### src/design/wavp_pkg.sv
package wavp_pkg;

  // Chunk tags as they appear big-endian in the shifted header word
  localparam logic [31:0] TAG_FMT  = 32'h666D_7420;
  localparam logic [31:0] TAG_DATA = 32'h6461_7461;

  // File layout and format defaults
  localparam logic [5:0]  HEADER_BYTES  = 6'd44;
  localparam logic [5:0]  RIFF_END_POS  = 6'd11;
  localparam logic [31:0] DEFAULT_RATE  = 32'd22050;
  localparam logic [15:0] PCM_BITS      = 16'd16;
  localparam logic [15:0] STEREO_CHANS  = 16'd2;
  localparam logic [31:0] FMT_MIN_SIZE  = 32'd16;

  // Record kinds
  localparam logic REC_SAMPLE = 1'b0;
  localparam logic REC_STATUS = 1'b1;

  // End-of-file status codes
  localparam logic [1:0] ST_OK      = 2'd0;
  localparam logic [1:0] ST_NOT_WAV = 2'd1;
  localparam logic [1:0] ST_NO_DATA = 2'd2;
  localparam logic [1:0] ST_NOT_16  = 2'd3;

  // Result queue geometry
  localparam int unsigned Q_DEPTH = 4;
  localparam int unsigned Q_AW    = 2;
  localparam int unsigned Q_CW    = 3;

  typedef struct packed {
    logic               record_kind;
    logic signed [16:0] sample_value;
    logic [1:0]         parse_status;
    logic [31:0]        rate_hz;
    logic               end_flag;
  } rec_t;

  // Records produced by one byte: zero, one or two, in order
  typedef struct packed {
    logic [1:0] count;
    rec_t       first;
    rec_t       second;
  } push_t;

  // Expected byte of the RIFF tag at file offset 0..3
  function automatic logic [7:0] riff_byte(input logic [1:0] pos);
    logic [7:0] val;
    case (pos)
      2'd0:    val = 8'h52;
      2'd1:    val = 8'h49;
      default: val = 8'h46;
    endcase
    return val;
  endfunction

endpackage

### src/design/wavp_if.sv
interface wavp_in_if;
  logic       valid;
  logic       ready;
  logic [7:0] data_byte;
  logic       is_last;

  modport source (output valid, output data_byte, output is_last, input ready);
  modport sink   (input valid, input data_byte, input is_last, output ready);
endinterface

interface wavp_out_if;
  logic               valid;
  logic               ready;
  logic               record_kind;
  logic signed [16:0] sample_value;
  logic [1:0]         parse_status;
  logic [31:0]        rate_hz;
  logic               end_flag;

  modport source (output valid, output record_kind, output sample_value,
                  output parse_status, output rate_hz, output end_flag, input ready);
  modport sink   (input valid, input record_kind, input sample_value,
                  input parse_status, input rate_hz, input end_flag, output ready);
endinterface

### src/design/wavp_parse.sv
module wavp_parse (
  input  logic            clk,
  input  logic            rst_n,
  input  logic            take,
  input  logic [7:0]      data_byte,
  input  logic            is_last,
  output wavp_pkg::push_t push
);

  typedef enum logic [2:0] {
    PH_HEADER, PH_CHUNK, PH_FMT, PH_SKIP, PH_DATA
  } phase_t;

  phase_t      phase_r, phase_nxt;
  logic [5:0]  hc_r, hc_nxt;
  logic [63:0] hdr_r, hdr_nxt;
  logic [32:0] skip_r, skip_nxt;
  logic [4:0]  idx_r, idx_nxt;
  logic [15:0] chan_r, chan_nxt;
  logic [31:0] rate_r, rate_nxt;
  logic [15:0] bits_r, bits_nxt;
  logic [31:0] drem_r, drem_nxt;
  logic [7:0]  low_r, low_nxt;
  logic [15:0] left_r, left_nxt;
  logic        badtag_r, badtag_nxt;
  logic        found_r, found_nxt;
  logic        lowh_r, lowh_nxt;
  logic        lefth_r, lefth_nxt;

  logic [63:0]        hdr_shift;
  logic [31:0]        chunk_size;
  logic [31:0]        chunk_tag;
  logic [32:0]        skip_len;
  logic [32:0]        skip_dec;
  logic [4:0]         idx_inc;
  logic [2:0]         fmt_sel;
  logic [15:0]        raw;
  logic               emit_ok;
  logic               samp_vld;
  logic signed [16:0] samp_val;
  logic [1:0]         status;
  wavp_pkg::rec_t     samp_rec;
  wavp_pkg::rec_t     stat_rec;

  // Byte-wise parse step
  always_comb begin
    phase_nxt  = phase_r;
    hdr_nxt    = hdr_r;
    skip_nxt   = skip_r;
    idx_nxt    = idx_r;
    chan_nxt   = chan_r;
    rate_nxt   = rate_r;
    bits_nxt   = bits_r;
    drem_nxt   = drem_r;
    low_nxt    = low_r;
    left_nxt   = left_r;
    badtag_nxt = badtag_r;
    found_nxt  = found_r;
    lowh_nxt   = lowh_r;
    lefth_nxt  = lefth_r;
    samp_vld   = 1'b0;
    samp_val   = '0;

    hc_nxt     = (hc_r < wavp_pkg::HEADER_BYTES) ? hc_r + 6'd1 : hc_r;
    hdr_shift  = {hdr_r[55:0], data_byte};
    chunk_tag  = hdr_shift[63:32];
    chunk_size = {hdr_shift[7:0], hdr_shift[15:8], hdr_shift[23:16], hdr_shift[31:24]};
    skip_len   = {1'b0, chunk_size} + {32'd0, chunk_size[0]};
    skip_dec   = (skip_r != 33'd0) ? skip_r - 33'd1 : skip_r;
    idx_inc    = idx_r + 5'd1;
    fmt_sel    = idx_r[2:0] - 3'd2;
    raw        = {data_byte, low_r};
    emit_ok    = !badtag_r && (bits_r == wavp_pkg::PCM_BITS);

    case (phase_r)
      PH_HEADER: begin
        // Check the RIFF tag, ignore the size and form type
        if (hc_r < 6'd4 && data_byte != wavp_pkg::riff_byte(hc_r[1:0])) badtag_nxt = 1'b1;
        if (hc_r >= wavp_pkg::RIFF_END_POS) begin
          phase_nxt = PH_CHUNK;
          idx_nxt   = '0;
          hdr_nxt   = '0;
        end
      end
      PH_CHUNK: begin
        // Collect the 8-byte chunk header, then dispatch on its tag
        hdr_nxt = hdr_shift;
        idx_nxt = idx_inc;
        if (idx_inc >= 5'd8) begin
          idx_nxt = '0;
          hdr_nxt = '0;
          if (chunk_tag == wavp_pkg::TAG_DATA) begin
            found_nxt = 1'b1;
            lowh_nxt  = 1'b0;
            lefth_nxt = 1'b0;
            drem_nxt  = chunk_size;
            phase_nxt = PH_DATA;
          end else begin
            skip_nxt = skip_len;
            if (chunk_tag == wavp_pkg::TAG_FMT && chunk_size >= wavp_pkg::FMT_MIN_SIZE) begin
              phase_nxt = PH_FMT;
            end else begin
              phase_nxt = (skip_len == 33'd0) ? PH_CHUNK : PH_SKIP;
            end
          end
        end
      end
      PH_FMT: begin
        // Gather channels and rate, then bits; commit on the sixteenth byte
        skip_nxt = skip_r - 33'd1;
        if (idx_r inside {[5'd2:5'd7]}) begin
          hdr_nxt[{fmt_sel, 3'b000} +: 8] = data_byte;
        end else if (idx_r == 5'd14) begin
          low_nxt = data_byte;
        end
        idx_nxt = idx_inc;
        if (idx_inc >= 5'd16) begin
          chan_nxt  = hdr_r[15:0];
          rate_nxt  = hdr_r[47:16];
          bits_nxt  = {data_byte, low_r};
          hdr_nxt   = '0;
          low_nxt   = '0;
          idx_nxt   = '0;
          phase_nxt = (skip_nxt == 33'd0) ? PH_CHUNK : PH_SKIP;
        end
      end
      PH_SKIP: begin
        // Drop body bytes of uninteresting chunks
        skip_nxt = skip_dec;
        if (skip_dec == 33'd0) begin
          phase_nxt = PH_CHUNK;
          idx_nxt   = '0;
          hdr_nxt   = '0;
        end
      end
      PH_DATA: begin
        // Pair bytes into samples, and samples into stereo sums
        if (drem_r != 32'd0) begin
          drem_nxt = drem_r - 32'd1;
          if (!lowh_r) begin
            low_nxt  = data_byte;
            lowh_nxt = 1'b1;
          end else begin
            lowh_nxt = 1'b0;
            if (chan_r == wavp_pkg::STEREO_CHANS) begin
              if (lefth_r) begin
                lefth_nxt = 1'b0;
                samp_vld  = emit_ok;
                samp_val  = $signed({left_r[15], left_r}) + $signed({raw[15], raw});
              end else begin
                left_nxt  = raw;
                lefth_nxt = 1'b1;
              end
            end else begin
              samp_vld = emit_ok;
              samp_val = $signed({raw, 1'b0});
            end
          end
        end
      end
      default: begin
        phase_nxt = PH_SKIP;
        skip_nxt  = '0;
      end
    endcase

    // Final status from the state after this byte
    if (badtag_nxt || hc_nxt < wavp_pkg::HEADER_BYTES) begin
      status = wavp_pkg::ST_NOT_WAV;
    end else if (!found_nxt) begin
      status = wavp_pkg::ST_NO_DATA;
    end else if (bits_nxt != wavp_pkg::PCM_BITS) begin
      status = wavp_pkg::ST_NOT_16;
    end else begin
      status = wavp_pkg::ST_OK;
    end

    samp_rec.record_kind  = wavp_pkg::REC_SAMPLE;
    samp_rec.sample_value = samp_val;
    samp_rec.parse_status = wavp_pkg::ST_OK;
    samp_rec.rate_hz      = '0;
    samp_rec.end_flag     = 1'b0;

    stat_rec.record_kind  = wavp_pkg::REC_STATUS;
    stat_rec.sample_value = '0;
    stat_rec.parse_status = status;
    stat_rec.rate_hz      = rate_nxt;
    stat_rec.end_flag     = 1'b1;

    // Start a new file after the last byte
    if (is_last) begin
      hc_nxt     = '0;
      phase_nxt  = PH_HEADER;
      hdr_nxt    = '0;
      skip_nxt   = '0;
      idx_nxt    = '0;
      chan_nxt   = 16'd1;
      rate_nxt   = wavp_pkg::DEFAULT_RATE;
      bits_nxt   = wavp_pkg::PCM_BITS;
      drem_nxt   = '0;
      low_nxt    = '0;
      left_nxt   = '0;
      badtag_nxt = 1'b0;
      found_nxt  = 1'b0;
      lowh_nxt   = 1'b0;
      lefth_nxt  = 1'b0;
    end
  end

  // Hand the records of this byte to the queue, sample first
  always_comb begin
    push.count  = take ? ({1'b0, samp_vld} + {1'b0, is_last}) : 2'd0;
    push.first  = samp_vld ? samp_rec : stat_rec;
    push.second = stat_rec;
  end

  // Advance the parse state on each taken byte
  always_ff @(posedge clk) begin
    if (!rst_n) begin
      hc_r     <= '0;
      phase_r  <= PH_HEADER;
      hdr_r    <= '0;
      skip_r   <= '0;
      idx_r    <= '0;
      chan_r   <= 16'd1;
      rate_r   <= wavp_pkg::DEFAULT_RATE;
      bits_r   <= wavp_pkg::PCM_BITS;
      drem_r   <= '0;
      low_r    <= '0;
      left_r   <= '0;
      badtag_r <= 1'b0;
      found_r  <= 1'b0;
      lowh_r   <= 1'b0;
      lefth_r  <= 1'b0;
    end else if (take) begin
      hc_r     <= hc_nxt;
      phase_r  <= phase_nxt;
      hdr_r    <= hdr_nxt;
      skip_r   <= skip_nxt;
      idx_r    <= idx_nxt;
      chan_r   <= chan_nxt;
      rate_r   <= rate_nxt;
      bits_r   <= bits_nxt;
      drem_r   <= drem_nxt;
      low_r    <= low_nxt;
      left_r   <= left_nxt;
      badtag_r <= badtag_nxt;
      found_r  <= found_nxt;
      lowh_r   <= lowh_nxt;
      lefth_r  <= lefth_nxt;
    end
  end

  // A taken last byte leaves the parser at the start of a new file
  a_last_resets: assert property (@(posedge clk) disable iff (!rst_n)
    take && is_last |=> phase_r == PH_HEADER && hc_r == 6'd0 && !found_r)
    else $error("parser did not restart after the last byte");

  // Sample records only come out of the data chunk, and never after a bad tag
  a_sample_in_data: assert property (@(posedge clk) disable iff (!rst_n)
    push.count != 2'd0 && push.first.record_kind == wavp_pkg::REC_SAMPLE
      |-> phase_r == PH_DATA && !badtag_r)
    else $error("sample record outside the data chunk");

endmodule

### src/design/wavp_fifo.sv
module wavp_fifo (
  input  logic            clk,
  input  logic            rst_n,
  input  wavp_pkg::push_t push,
  output logic            room,
  output logic            out_valid,
  input  logic            out_ready,
  output wavp_pkg::rec_t  out_rec
);

  wavp_pkg::rec_t                mem_r [wavp_pkg::Q_DEPTH];
  logic [wavp_pkg::Q_AW-1:0]     wp_r, wp_nxt;
  logic [wavp_pkg::Q_AW-1:0]     rp_r, rp_nxt;
  logic [wavp_pkg::Q_CW-1:0]     cnt_r, cnt_nxt;
  logic                          pop;

  // Room for the worst case of two records from one byte
  assign room      = cnt_r <= wavp_pkg::Q_CW'(wavp_pkg::Q_DEPTH - 2);
  assign out_valid = cnt_r != '0;
  assign out_rec   = mem_r[rp_r];
  assign pop       = out_valid && out_ready;

  always_comb begin
    wp_nxt  = wp_r + wavp_pkg::Q_AW'(push.count);
    rp_nxt  = rp_r + wavp_pkg::Q_AW'(pop);
    cnt_nxt = cnt_r + wavp_pkg::Q_CW'(push.count) - wavp_pkg::Q_CW'(pop);
  end

  // Store pushed records
  always_ff @(posedge clk) begin
    if (push.count != 2'd0) mem_r[wp_r] <= push.first;
    if (push.count == 2'd2) mem_r[wp_r + wavp_pkg::Q_AW'(1)] <= push.second;
  end

  // Advance pointers and fill count
  always_ff @(posedge clk) begin
    if (!rst_n) begin
      wp_r  <= '0;
      rp_r  <= '0;
      cnt_r <= '0;
    end else begin
      wp_r  <= wp_nxt;
      rp_r  <= rp_nxt;
      cnt_r <= cnt_nxt;
    end
  end

  a_no_overflow: assert property (@(posedge clk) disable iff (!rst_n)
    push.count != 2'd0 |-> room)
    else $error("record pushed into a full queue");

  a_fill_tracks: assert property (@(posedge clk) disable iff (!rst_n)
    push.count == 2'd2 && !pop |=> cnt_r == $past(cnt_r) + wavp_pkg::Q_CW'(2))
    else $error("queue fill count lost a record");

endmodule

### src/design/wav_pcm16_stream_parser_unit.sv
// WAV PCM16 stream parser.
// in_if carries one byte of a WAV file per transfer, in file order, with
// is_last high on the final byte. out_if carries records: sample records
// (record_kind 0) with a Q1.16 mono sample, and one status record
// (record_kind 1, end_flag 1) after the last byte with the parse status and
// the sample rate. Samples sent before a nonzero status are to be discarded.
// Throughput: one byte per clock while the queue has room. Each byte waits in
// the input register, is parsed when taken, and its records enter the result
// queue. The last byte can yield two records; the four-entry queue absorbs
// them, and input stalls only when fewer than two entries are free. A receiver
// stall fills the queue and then holds off input; nothing is lost.
// Reset (rst_n low, synchronous) empties the queue and input register and
// returns the parser to the start of a file. The parser also returns there by
// itself after each last byte, so files can follow back to back.
module wav_pcm16_stream_parser_unit (
  input  logic clk,
  input  logic rst_n,
  wavp_in_if.sink    in_if,
  wavp_out_if.source out_if
);

  logic            in_valid_r;
  logic [7:0]      in_byte_r;
  logic            in_last_r;
  logic            room;
  logic            take;
  wavp_pkg::push_t push;
  wavp_pkg::rec_t  out_rec;

  assign take        = in_valid_r && room;
  assign in_if.ready = !in_valid_r || room;

  // Input register
  always_ff @(posedge clk) begin
    if (!rst_n) begin
      in_valid_r <= 1'b0;
    end else if (in_if.ready) begin
      in_valid_r <= in_if.valid;
    end
  end

  always_ff @(posedge clk) begin
    if (in_if.valid && in_if.ready) begin
      in_byte_r <= in_if.data_byte;
      in_last_r <= in_if.is_last;
    end
  end

  wavp_parse u_parse (
    .clk       (clk),
    .rst_n     (rst_n),
    .take      (take),
    .data_byte (in_byte_r),
    .is_last   (in_last_r),
    .push      (push)
  );

  wavp_fifo u_fifo (
    .clk       (clk),
    .rst_n     (rst_n),
    .push      (push),
    .room      (room),
    .out_valid (out_if.valid),
    .out_ready (out_if.ready),
    .out_rec   (out_rec)
  );

  assign out_if.record_kind  = out_rec.record_kind;
  assign out_if.sample_value = out_rec.sample_value;
  assign out_if.parse_status = out_rec.parse_status;
  assign out_if.rate_hz      = out_rec.rate_hz;
  assign out_if.end_flag     = out_rec.end_flag;

endmodule
### src/flat_wrapper.sv
// flat-port wrapper written by rule: the top's interface ports become plain ports
module wav_pcm16_stream_parser_unit_flat 
  (clk, rst_n, in_if_valid, in_if_data_byte, in_if_is_last, in_if_ready, out_if_valid, out_if_record_kind, out_if_sample_value, out_if_parse_status, out_if_rate_hz, out_if_end_flag, out_if_ready);
  wavp_in_if in_if_i ();
  wavp_out_if out_if_i ();
  input  logic clk;
  input  logic rst_n;
  input wire logic [$bits(in_if_i.valid)-1:0] in_if_valid;
  input wire logic [$bits(in_if_i.data_byte)-1:0] in_if_data_byte;
  input wire logic [$bits(in_if_i.is_last)-1:0] in_if_is_last;
  output wire logic [$bits(in_if_i.ready)-1:0] in_if_ready;
  output wire logic [$bits(out_if_i.valid)-1:0] out_if_valid;
  output wire logic [$bits(out_if_i.record_kind)-1:0] out_if_record_kind;
  output wire logic [$bits(out_if_i.sample_value)-1:0] out_if_sample_value;
  output wire logic [$bits(out_if_i.parse_status)-1:0] out_if_parse_status;
  output wire logic [$bits(out_if_i.rate_hz)-1:0] out_if_rate_hz;
  output wire logic [$bits(out_if_i.end_flag)-1:0] out_if_end_flag;
  input wire logic [$bits(out_if_i.ready)-1:0] out_if_ready;
  assign in_if_i.valid = in_if_valid;
  assign in_if_i.data_byte = in_if_data_byte;
  assign in_if_i.is_last = in_if_is_last;
  assign in_if_ready = in_if_i.ready;
  assign out_if_valid = out_if_i.valid;
  assign out_if_record_kind = out_if_i.record_kind;
  assign out_if_sample_value = out_if_i.sample_value;
  assign out_if_parse_status = out_if_i.parse_status;
  assign out_if_rate_hz = out_if_i.rate_hz;
  assign out_if_end_flag = out_if_i.end_flag;
  assign out_if_i.ready = out_if_ready;
  wav_pcm16_stream_parser_unit u_core (.clk(clk), .rst_n(rst_n), .in_if(in_if_i), .out_if(out_if_i));
endmodule
### config.mk
export PLATFORM = sky130hd
export DESIGN_NAME = wav_pcm16_stream_parser_unit_flat
export DESIGN_NICKNAME = d
export VERILOG_FILES = /design/src/design/wavp_pkg.sv /design/src/design/wavp_if.sv /design/src/design/wavp_parse.sv /design/src/design/wavp_fifo.sv /design/src/design/wav_pcm16_stream_parser_unit.sv /design/src/flat_wrapper.sv
export SDC_FILE = /design/constraint.sdc
export NUM_CORES = 1
export LEC_CHECK = 0
export BUFFER_PORTS_ARGS = -buffer_cell sky130_fd_sc_hd__buf_2
export CAP_MARGIN = 20
export CORE_MARGIN = 10
export CORE_UTILIZATION = 53
export CTS_CLUSTER_DIAMETER = 100
export DETAILED_ROUTE_END_ITERATION = 8
export PLACE_DENSITY = 0.7
export SETUP_SLACK_MARGIN = 0.4
export SYNTH_ARGS = -nofsm -noshare
export SYNTH_HDL_FRONTEND = slang
export SYNTH_SLANG_ARGS = --single-unit
export TNS_END_PERCENT = 10
### constraint.sdc
create_clock -name clk -period 11.4 [get_ports clk]
set_input_delay 2.85 -clock clk [delete_from_list [all_inputs] [get_ports clk]]
set_output_delay 2.85 -clock clk [all_outputs]
set_load 0.005 [all_outputs]
* Word-level counts from Yosys, hierarchy flattened
Memory sizes are Yosys's and may differ from the RTL's. A register that Yosys moved wholly into a read port is not among the register bits. Cells that the tools add are included.
Storage, ports and cells: bits in registers 252, memory bits (writable) 212, input bits 13, output and inout bits 55, logic and storage cells 215, memories kept 1
Cells by class: $add $sub $neg 14, magnitude comparators 10, equal/unequal tests 29, shift operators 2, mux-type cells 99, reduce and logical (&&, ||, !) cells 39
Memory list:
- u_core.u_fifo.mem_r | words 4, width 53, read ports 1, clocked after memory_dff 1, wr ports 2, line wavp_fifo.sv:11 | wavp_pkg::rec_t mem_r [wavp_pkg::Q_DEPTH];
Operator list (count):
- $mux W64 | 6
- $pmux W64 S4 | 1
- $mux W32 | 7
- $mux W16 | 12
- $mux W33 | 4
- $pmux W33 S4 | 1
- $logic_not A33 Y1 | 3
- $mux W17 | 5
- $bwmux W64 | 1
- $eq A32 B31 Y1 const B | 2
- $pmux W32 S2 | 1
- $shift A8 B8 Y64 const A | 1
- $shiftx A8 B8 Y64 | 1
- $mux W8 | 7
- $mux W53 | 1
- $add A32 B1 Y33 | 1
- $reduce_bool A33 Y1 | 1
- $sub A33 B1 Y33 const B | 1
- $ge A32 B5 Y1 const B | 1
- $reduce_bool A32 Y1 | 1
- $sub A32 B1 Y32 const B | 1
- $ne A3 B2 Y1 const B | 10
- $mux W1 | 26
- $mux W5 | 5
- 53 further kinds | 93

* Longest topological paths before layout
Gate-level depths: netlist of run 1.
depth in word-level cells 12, gate-level depth with buffers 16, gate-level depth less buffers 14

* Hierarchy
Synthesis of run 1 repeated with hierarchy kept, for this count alone.
Second synthesis, totals: cell total of the unflattened synthesis 2596, area total of the unflattened synthesis 26349.0 sq um
By module, submodules not included:
- wavp_parse | instances 1, cells each 2023, area an instance 15305.9 sq um, sequential area each 4544.4 sq um
- wavp_fifo | instances 1, cells each 558, area an instance 10707.8 sq um, sequential area each 6506.2 sq um
- wav_pcm16_stream_parser_unit | instances 1, cells each 15, area an instance 335.3 sq um, sequential area each 290.3 sq um

* Least setup slack after synthesis of run 1
No wires, ideal clock.
path kind register to output, start register, netlist name u_core.u_fifo.rp_r[0], end output out_if_parse_status[0], arrival 1692 ps, data required time 8550 ps, path slack 6858 ps, cell stages (with the launch flop) 4, buffers on the path 2, path through dfxtp_1 > clkbuf_1 > buf_1 > mux4_2
RTL lines:
- end, declared | line flat_wrapper.sv:15 | output wire logic [$bits(out_if_i.parse_status)-1:0] out_if_parse_status;

==> out/qor.yml, run 1 <==
min-delay-start: "u_core.u_fifo.mem_r[2][51]"
num_io_pins: 68
arrival_ns: 5.72
root_buffer: "clkbuf_16"
wl_per_cell_um: 21.3
dr.pass1.iters: 7
cts.sinks: 452
tns_ns: 0
synth_cell_types: 84
met2_wirelength_um: 32300
cts_tree: "done"
drive_above_1_share_pct: 10.5
ctsHoldBuffers: 0
maxSlewViolCount: 0
rows: 77
swShare_pct: 26.7
async_reset_ff_share_pct: 0
yosys_most_used_dff: "dfxtp_1"
dp_cells: 3121
detail-route-antenna-nets: 0
status: "finished, final reports clean"
insertion_delay_ns: 0.60
drt-met1-wl_um: 29200
nets: 2636
slowest_stage: "or4_1"
top_layer_used: "met4"
cts_setup_buffers: 0
track_usage_pct: 24.6
fin_hold_ws_ns: 0.454
grt_antenna_before_repair: 0
diodes: 0
dieArea_um2: 53800
end_kind: "register"
place_congestion: 0.922
die_w_um: 232
synth-seq-cells: 452
drc: 0
maxSlewHeadroom_pct: 30.4
syn_area_um2: 23800
worstPathRequired_ns: 11.63
clockBufferDepth: 3
hold_viol: 0
pwr-share-comb_pct: 14.5
synth.avg_cell_area_um2: 9.04
ys_seq_area_share_pct: 44.1
synth_area_leader_cell: "dfxtp_1"
fin_crit_ns: 5.49
crit_path_start_kind: "register"
rsz0062_at_grt: "no"
fin_cells: 3212
ir_drop_mv: 0.126
die_h_um: 232
via_per_inst: 6.35
syn_nets: 2693
core_um2: 44300
start_util_pct: 53.8
fin_crit_sh_pct: 48.2
synth-edff-count: 145
synthToLayoutAreaGrowth_pct: 9.54
portBuffers: 67
htreeDepth: 2
fillers: 3836
netlist_top_cells_area: "dfxtp_1, edfxtp_1, mux4_2"
hold_path.class: "reg -> reg"
grt_pass1_vias: 19400
maxCapViolations: 0
r2r_slack_ns: 5.91
vias: 20400
rr_worst_depth: 13
detail_route.iter0.violations: 2298
hold_depth: 2
wirelength_um: 68400
critPathMaxFanout: 62
clock-skew-final_ns: 0.0138
synthesis.instances: 2637
yosysMostFrequentCell: "dfxtp_1"
p_sw_w: 0.00107
r2r_end: "u_core.u_fifo.mem_r[2][5]"
p_leak_nw: 8.91
clkTransAtPathRegs_ns: 0.07
grt_pass1_wl_um: 108000
max_freq_mhz: 182
netlist.area_leader.share_pct: 25.8
min_to: "u_core.u_fifo.mem_r[2][51]"
ys_top_cells_by_count: "dfxtp_1, nor2_1, nand2_1"
power_frac_seq_pct: 43.3
cts_resized: 0
critPathMaxStageDelay_ns: 0.92
rr_startpoint: "u_core.u_parse.phase_r[0]"
p_int_w: 0.00293
dpl.hpwl_um: 43700
grt_overflow: 0
pwr-share-clk_pct: 42.2
worstPathCellList: "nor2_1 -> and2_2 -> buf_4 -> o21ai_0 -> or4_1 -> nor2_1 -> ha_1 -> nor3b_1 -> o21ai_0 -> nand2_1 -> nand2_1 -> inv_1 -> buf_4"
grt_max_degree: 144
path_class: "reg -> reg"
finalSetupViolations: 0
numCtsBuffers: 48
p_per_area_nw_per_um2: 153
worstMarginPinSlew_ns: 1.04
ys_warn_count: 0
dr_wl_met3_um: 4930
[power groups by stage]
stage	combinational (W)	sequential, W	clock [W]
6_report	0.000578	0.00173	0.00169
5_1_grt	0.000632	0.00174	0.00176
4_1_cts	0.000579	0.00173	0.00171
3_5_place_dp	0.000576	0.00177	0
3_3_place_gp	0.000566	0.00176	0
2_1_floorplan	0.000432	0.00174	0
[metrics by stage]
stage | power [W] | cell area [um2] | utilization (%) | setup slack [ns]
2_1_floorplan | 0.00217 | 23800 | - | 6.86
3_3_place_gp | 0.00233 | 24400 | 55.0 | 6.17
3_5_place_dp | 0.00234 | 24400 | 55.0 | 6.06
4_1_cts | 0.00402 | 26100 | 58.9 | 5.82
5_1_grt | 0.00413 | 26100 | 58.9 | 5.57
6_report | 0.00400 | 26100 | 58.9 | 5.91
[per-layer routing]
layer,vias to the layer above,track usage [%]
met5,-,0
met2,817,40.4
met1,9920,32.7
met4,0,8.58
met3,138,3.55
li1,9523,-
[logic make-up after synthesis]
group / synth area share, %
adders and majority gates: 2.32
muxes: 6.87
DFF: 44.1
buffers and inverters: 4.50
and+or+nand+nor: 21.5
AOI/OAI and AO/OA: 18.0
xor gates and xnor gates: 2.72
[cell usage in the layout (no fill, tap or decap), types with 8 or more instances in the layout]
| cell type | n |
|---|---|
| a211oi_1 | 9 |
| a21boi_0 | 34 |
| a21o_1 | 8 |
| a21oi_1 | 103 |
| a22o_1 | 49 |
| a22oi_1 | 98 |
| a31oi_1 | 28 |
| a32o_1 | 11 |
| and2_1 | 16 |
| and3_1 | 25 |
| buf_2 | 66 |
| buf_4 | 45 |
| clkbuf_1 | 12 |
| clkbuf_16 | 51 |
| dfxtp_1 | 305 |
| edfxtp_1 | 145 |
| ha_1 | 41 |
| inv_1 | 47 |
| mux2i_1 | 45 |
| mux4_2 | 52 |
| nand2_1 | 262 |
| nand2b_1 | 14 |
| nand3_1 | 125 |
| nand4_1 | 31 |
| nor2_1 | 265 |
| nor2b_1 | 111 |
| nor3_1 | 57 |
| nor3b_1 | 8 |
| nor4_1 | 40 |
| nor4b_1 | 8 |
| o211ai_1 | 10 |
| o21ai_0 | 174 |
| o21ai_1 | 40 |
| o22ai_1 | 33 |
| or2_2 | 9 |
| or3_1 | 18 |
| or4_1 | 16 |
| xnor2_1 | 41 |
| xor2_1 | 33 |
[registers in the layout (all words and copies together), names as in the netlist, 2 cells and up]
register                cells
u_core.u_fifo.rp_r          2
u_core.in_byte_r            8
u_core.u_parse.hc_r         6
u_core.u_parse.drem_r      32
u_core.u_parse.hdr_r       56
u_core.u_parse.low_r        8
u_core.u_fifo.cnt_r         3
u_core.u_parse.skip_r      33
u_core.u_fifo.wp_r          2
u_core.u_fifo.mem_r       208
u_core.u_parse.idx_r        5
u_core.u_parse.phase_r      3
u_core.u_parse.left_r      16
u_core.u_parse.rate_r      32
u_core.u_parse.bits_r      16
u_core.u_parse.chan_r      16
[worst max-delay path by stage]
stage	start	endpoint	slack, ns
global placement	u_core.u_parse.phase_r[0]	u_core.u_fifo.mem_r[2][3]	6.17
global route	u_core.u_parse.phase_r[0]	u_core.u_fifo.mem_r[2][10]	5.57
finish	u_core.u_parse.phase_r[0]	u_core.u_fifo.mem_r[2][5]	5.91
detailed placement	u_core.u_parse.phase_r[0]	u_core.u_fifo.mem_r[2][3]	6.06
CTS	u_core.u_fifo.rp_r[0]	out_if_rate_hz[8]	5.82
floorplan	u_core.u_fifo.rp_r[0]	out_if_parse_status[0]	6.86
[final cells by class]
type	count	area (um2)	area share, %
flip-flops and latches	452	10500	40.2
repair buffers	112	679	2.60
clock inverters	24	345	1.32
clock buffers	66	1360	5.22
inverters	47	176	0.676
multi-input cells	1919	12300	47.1
well taps	592	741	2.84
[critical path: cells and delay by family, from the launching register on]
| kind | cells | cell delay (ns) |
|---|---|---|
| AND/OR/NAND/NOR | 7 | 2.54 |
| AO/OA/AOI/OAI | 2 | 0.60 |
| buffers and inverters | 3 | 1.09 |
| adder cells (fa/ha/maj) | 1 | 0.37 |
| flip-flops | 1 | 0.43 |
Note: power is estimated with default switching activity, not from simulation.
==> run 2, diff against run 1 <==
clock period = 5.7 ns   (was 11.4 ns; I/O delays follow)
==> run 2 against run 1 <==
Clock-buffer cell count up 1. Power is 95% higher. Largest power group unchanged. Critical path depth is 2 higher. Utilization down 0.085 points. Via count is 0.27% higher. Wire length shrank 0.91%. Clock skew rose by 0.018 ns. Clock power increased by 86%. Maximum frequency up 14%. First-iteration DRC count rose by 1.1%. Worst setup slack got worse by 5.0 ns. Sequential cell count stayed put.
==> out/qor.yml, run 2 (synthesis results as in run 1) <==
ir_drop_mv: 0.378
diodes: 0
fin_crit_sh_pct: 84.5
worstPathRequired_ns: 5.93
worstMarginPinSlew_ns: 1.07
numCtsBuffers: 49
hold_viol: 0
maxCapViolations: 0
die_h_um: 232
root_buffer: "clkbuf_16"
maxSlewHeadroom_pct: 28.4
wirelength_um: 67700
largest_reg_flops: 208
clock-skew-final_ns: 0.0321
start_util_pct: 53.8
dr.pass1.iters: 6
dieArea_um2: 53800
layout_common_cells: "dfxtp_1, nor2_1, nand2_1"
drive_above_1_share_pct: 10.8
tns_ns: 0
hold_path.class: "reg -> reg"
portBuffers: 67
cts_setup_buffers: 0
end_kind: "register"
grt_pass1_wl_um: 108000
num_io_pins: 68
status: "finished, final reports clean"
fin_hold_ws_ns: 0.453
insertion_delay_ns: 0.61
grt_max_degree: 107
hold_depth: 2
cts_tree: "done"
drc: 0
wl_per_cell_um: 21.0
ctsHoldBuffers: 0
crit_path_start_kind: "register"
grt_antenna_before_repair: 0
maxSlewViolCount: 0
clkTransAtPathRegs_ns: 0.06
vias: 20500
track_usage_pct: 24.5
via_per_inst: 6.35
final_common_cell: "dfxtp_1"
max_freq_mhz: 208
p_leak_nw: 8.87
grt_pass1_vias: 19300
rows: 77
critPathMaxStageDelay_ns: 0.67
clockBufferDepth: 3
largest-register: "u_core.u_fifo.mem_r"
path_class: "reg -> reg"
detail-route-antenna-nets: 0
cts.sinks: 452
htreeDepth: 2
rr_worst_depth: 15
die_w_um: 232
finalSetupViolations: 0
pre_cts_slack_ns: 0.983
crit_top_cell: "buf_4"
nets: 2644
cts_resized: 0
core_um2: 44300
worstPathCellList: "or4_1 -> nor3_1 -> nand4_1 -> o21ai_0 -> or4_1 -> buf_4 -> nor2_1 -> ha_1 -> nor3b_1 -> o21ai_0 -> nand2_1 -> nand2_1 -> buf_4 -> inv_1 -> buf_4"
critPathMaxFanout: 34
fin_crit_ns: 4.81
slowest_stage: "o21ai_0"
largest_registers: "u_core.u_fifo.mem_r x208, u_core.u_parse.hdr_r x56, u_core.u_parse.skip_r x33"
rsz0062_at_grt: "no"
grt_overflow: 0
p_per_area_nw_per_um2: 298
synthToLayoutAreaGrowth_pct: 9.38
arrival_ns: 5.05
fin_ws_ns: 0.885
detail_route.iter0.violations: 2324
dpl.hpwl_um: 43900
place_congestion: 0.960
-- run 2: changes by cell type in the layout (fill, tap and decap cells not counted), moves of 2 or more --
cell and change:
bufinv_16 -5, clkinv_1 +3, clkinv_4 -5, clkbuf_8 +3, clkinvlp_4 +4, inv_6 +2
clkbuf_1 -2, buf_4 +5, clkinv_2 +3
-- run 2: stage by stage --
step | instance area (um2) | std cells | util [%] | power [W]
after floorplan | 23800 | 2637 | - | 0.00434
after global placement | 24500 | 3128 | 55.2 | 0.00466
after detailed placement | 24500 | 3129 | 55.2 | 0.00469
after CTS | 26100 | 3220 | 58.8 | 0.00782
after global routing | 26100 | 3220 | 58.8 | 0.00806
final | 26100 | 3220 | 58.8 | 0.00777
-- run 2: worst max-delay path, delay by kind of cell, from the launching register on --
family,cells,cell delay (ns)
buffers and inverters,4,0.93
adder cells (fa/ha/maj),1,0.42
AND/OR/NAND/NOR,8,1.92
AO/OA/AOI/OAI,2,0.80
flip-flops,1,0.36
-- run 2: where the power goes --
part / switching [W] / leakage (nW) / internal (W) / total [W]
Sequential: 0.000137 / 3.74 / 0.00338 / 0.00352
Clock: 0.00135 / 0.776 / 0.00180 / 0.00315
Combinational: 0.000638 / 4.35 / 0.000463 / 0.00110
-- run 2: path summary, 6_finish.rpt --
path         slack [ns]                          to                  startpoint
max reg2reg        0.89   u_core.u_fifo.mem_r[2][9]    u_core.u_parse.drem_r[8]
min                0.45  u_core.u_fifo.mem_r[3][50]  u_core.u_fifo.mem_r[3][50]
min reg2reg        0.45  u_core.u_fifo.mem_r[3][50]  u_core.u_fifo.mem_r[3][50]
max                0.89   u_core.u_fifo.mem_r[2][9]    u_core.u_parse.drem_r[8]
-- run 2: routing by layer --
layer	global-route usage, %	up-vias	share of wire [%]
li1	-	9550	-
met1	33.0	9889	43
met2	39.4	851	47
met3	4.09	164	7.1
met4	8.31	0	3.1
met5	0	-	0
-- run 2: final cells by class --
type	count	area (um2)
fill	3856	18300
inverter	47	176
sequential	452	10500
tap	592	741
multi-input combinational	1919	12300
clock buffer	67	1380
timing repair buffer	119	748
clock inverter	24	225
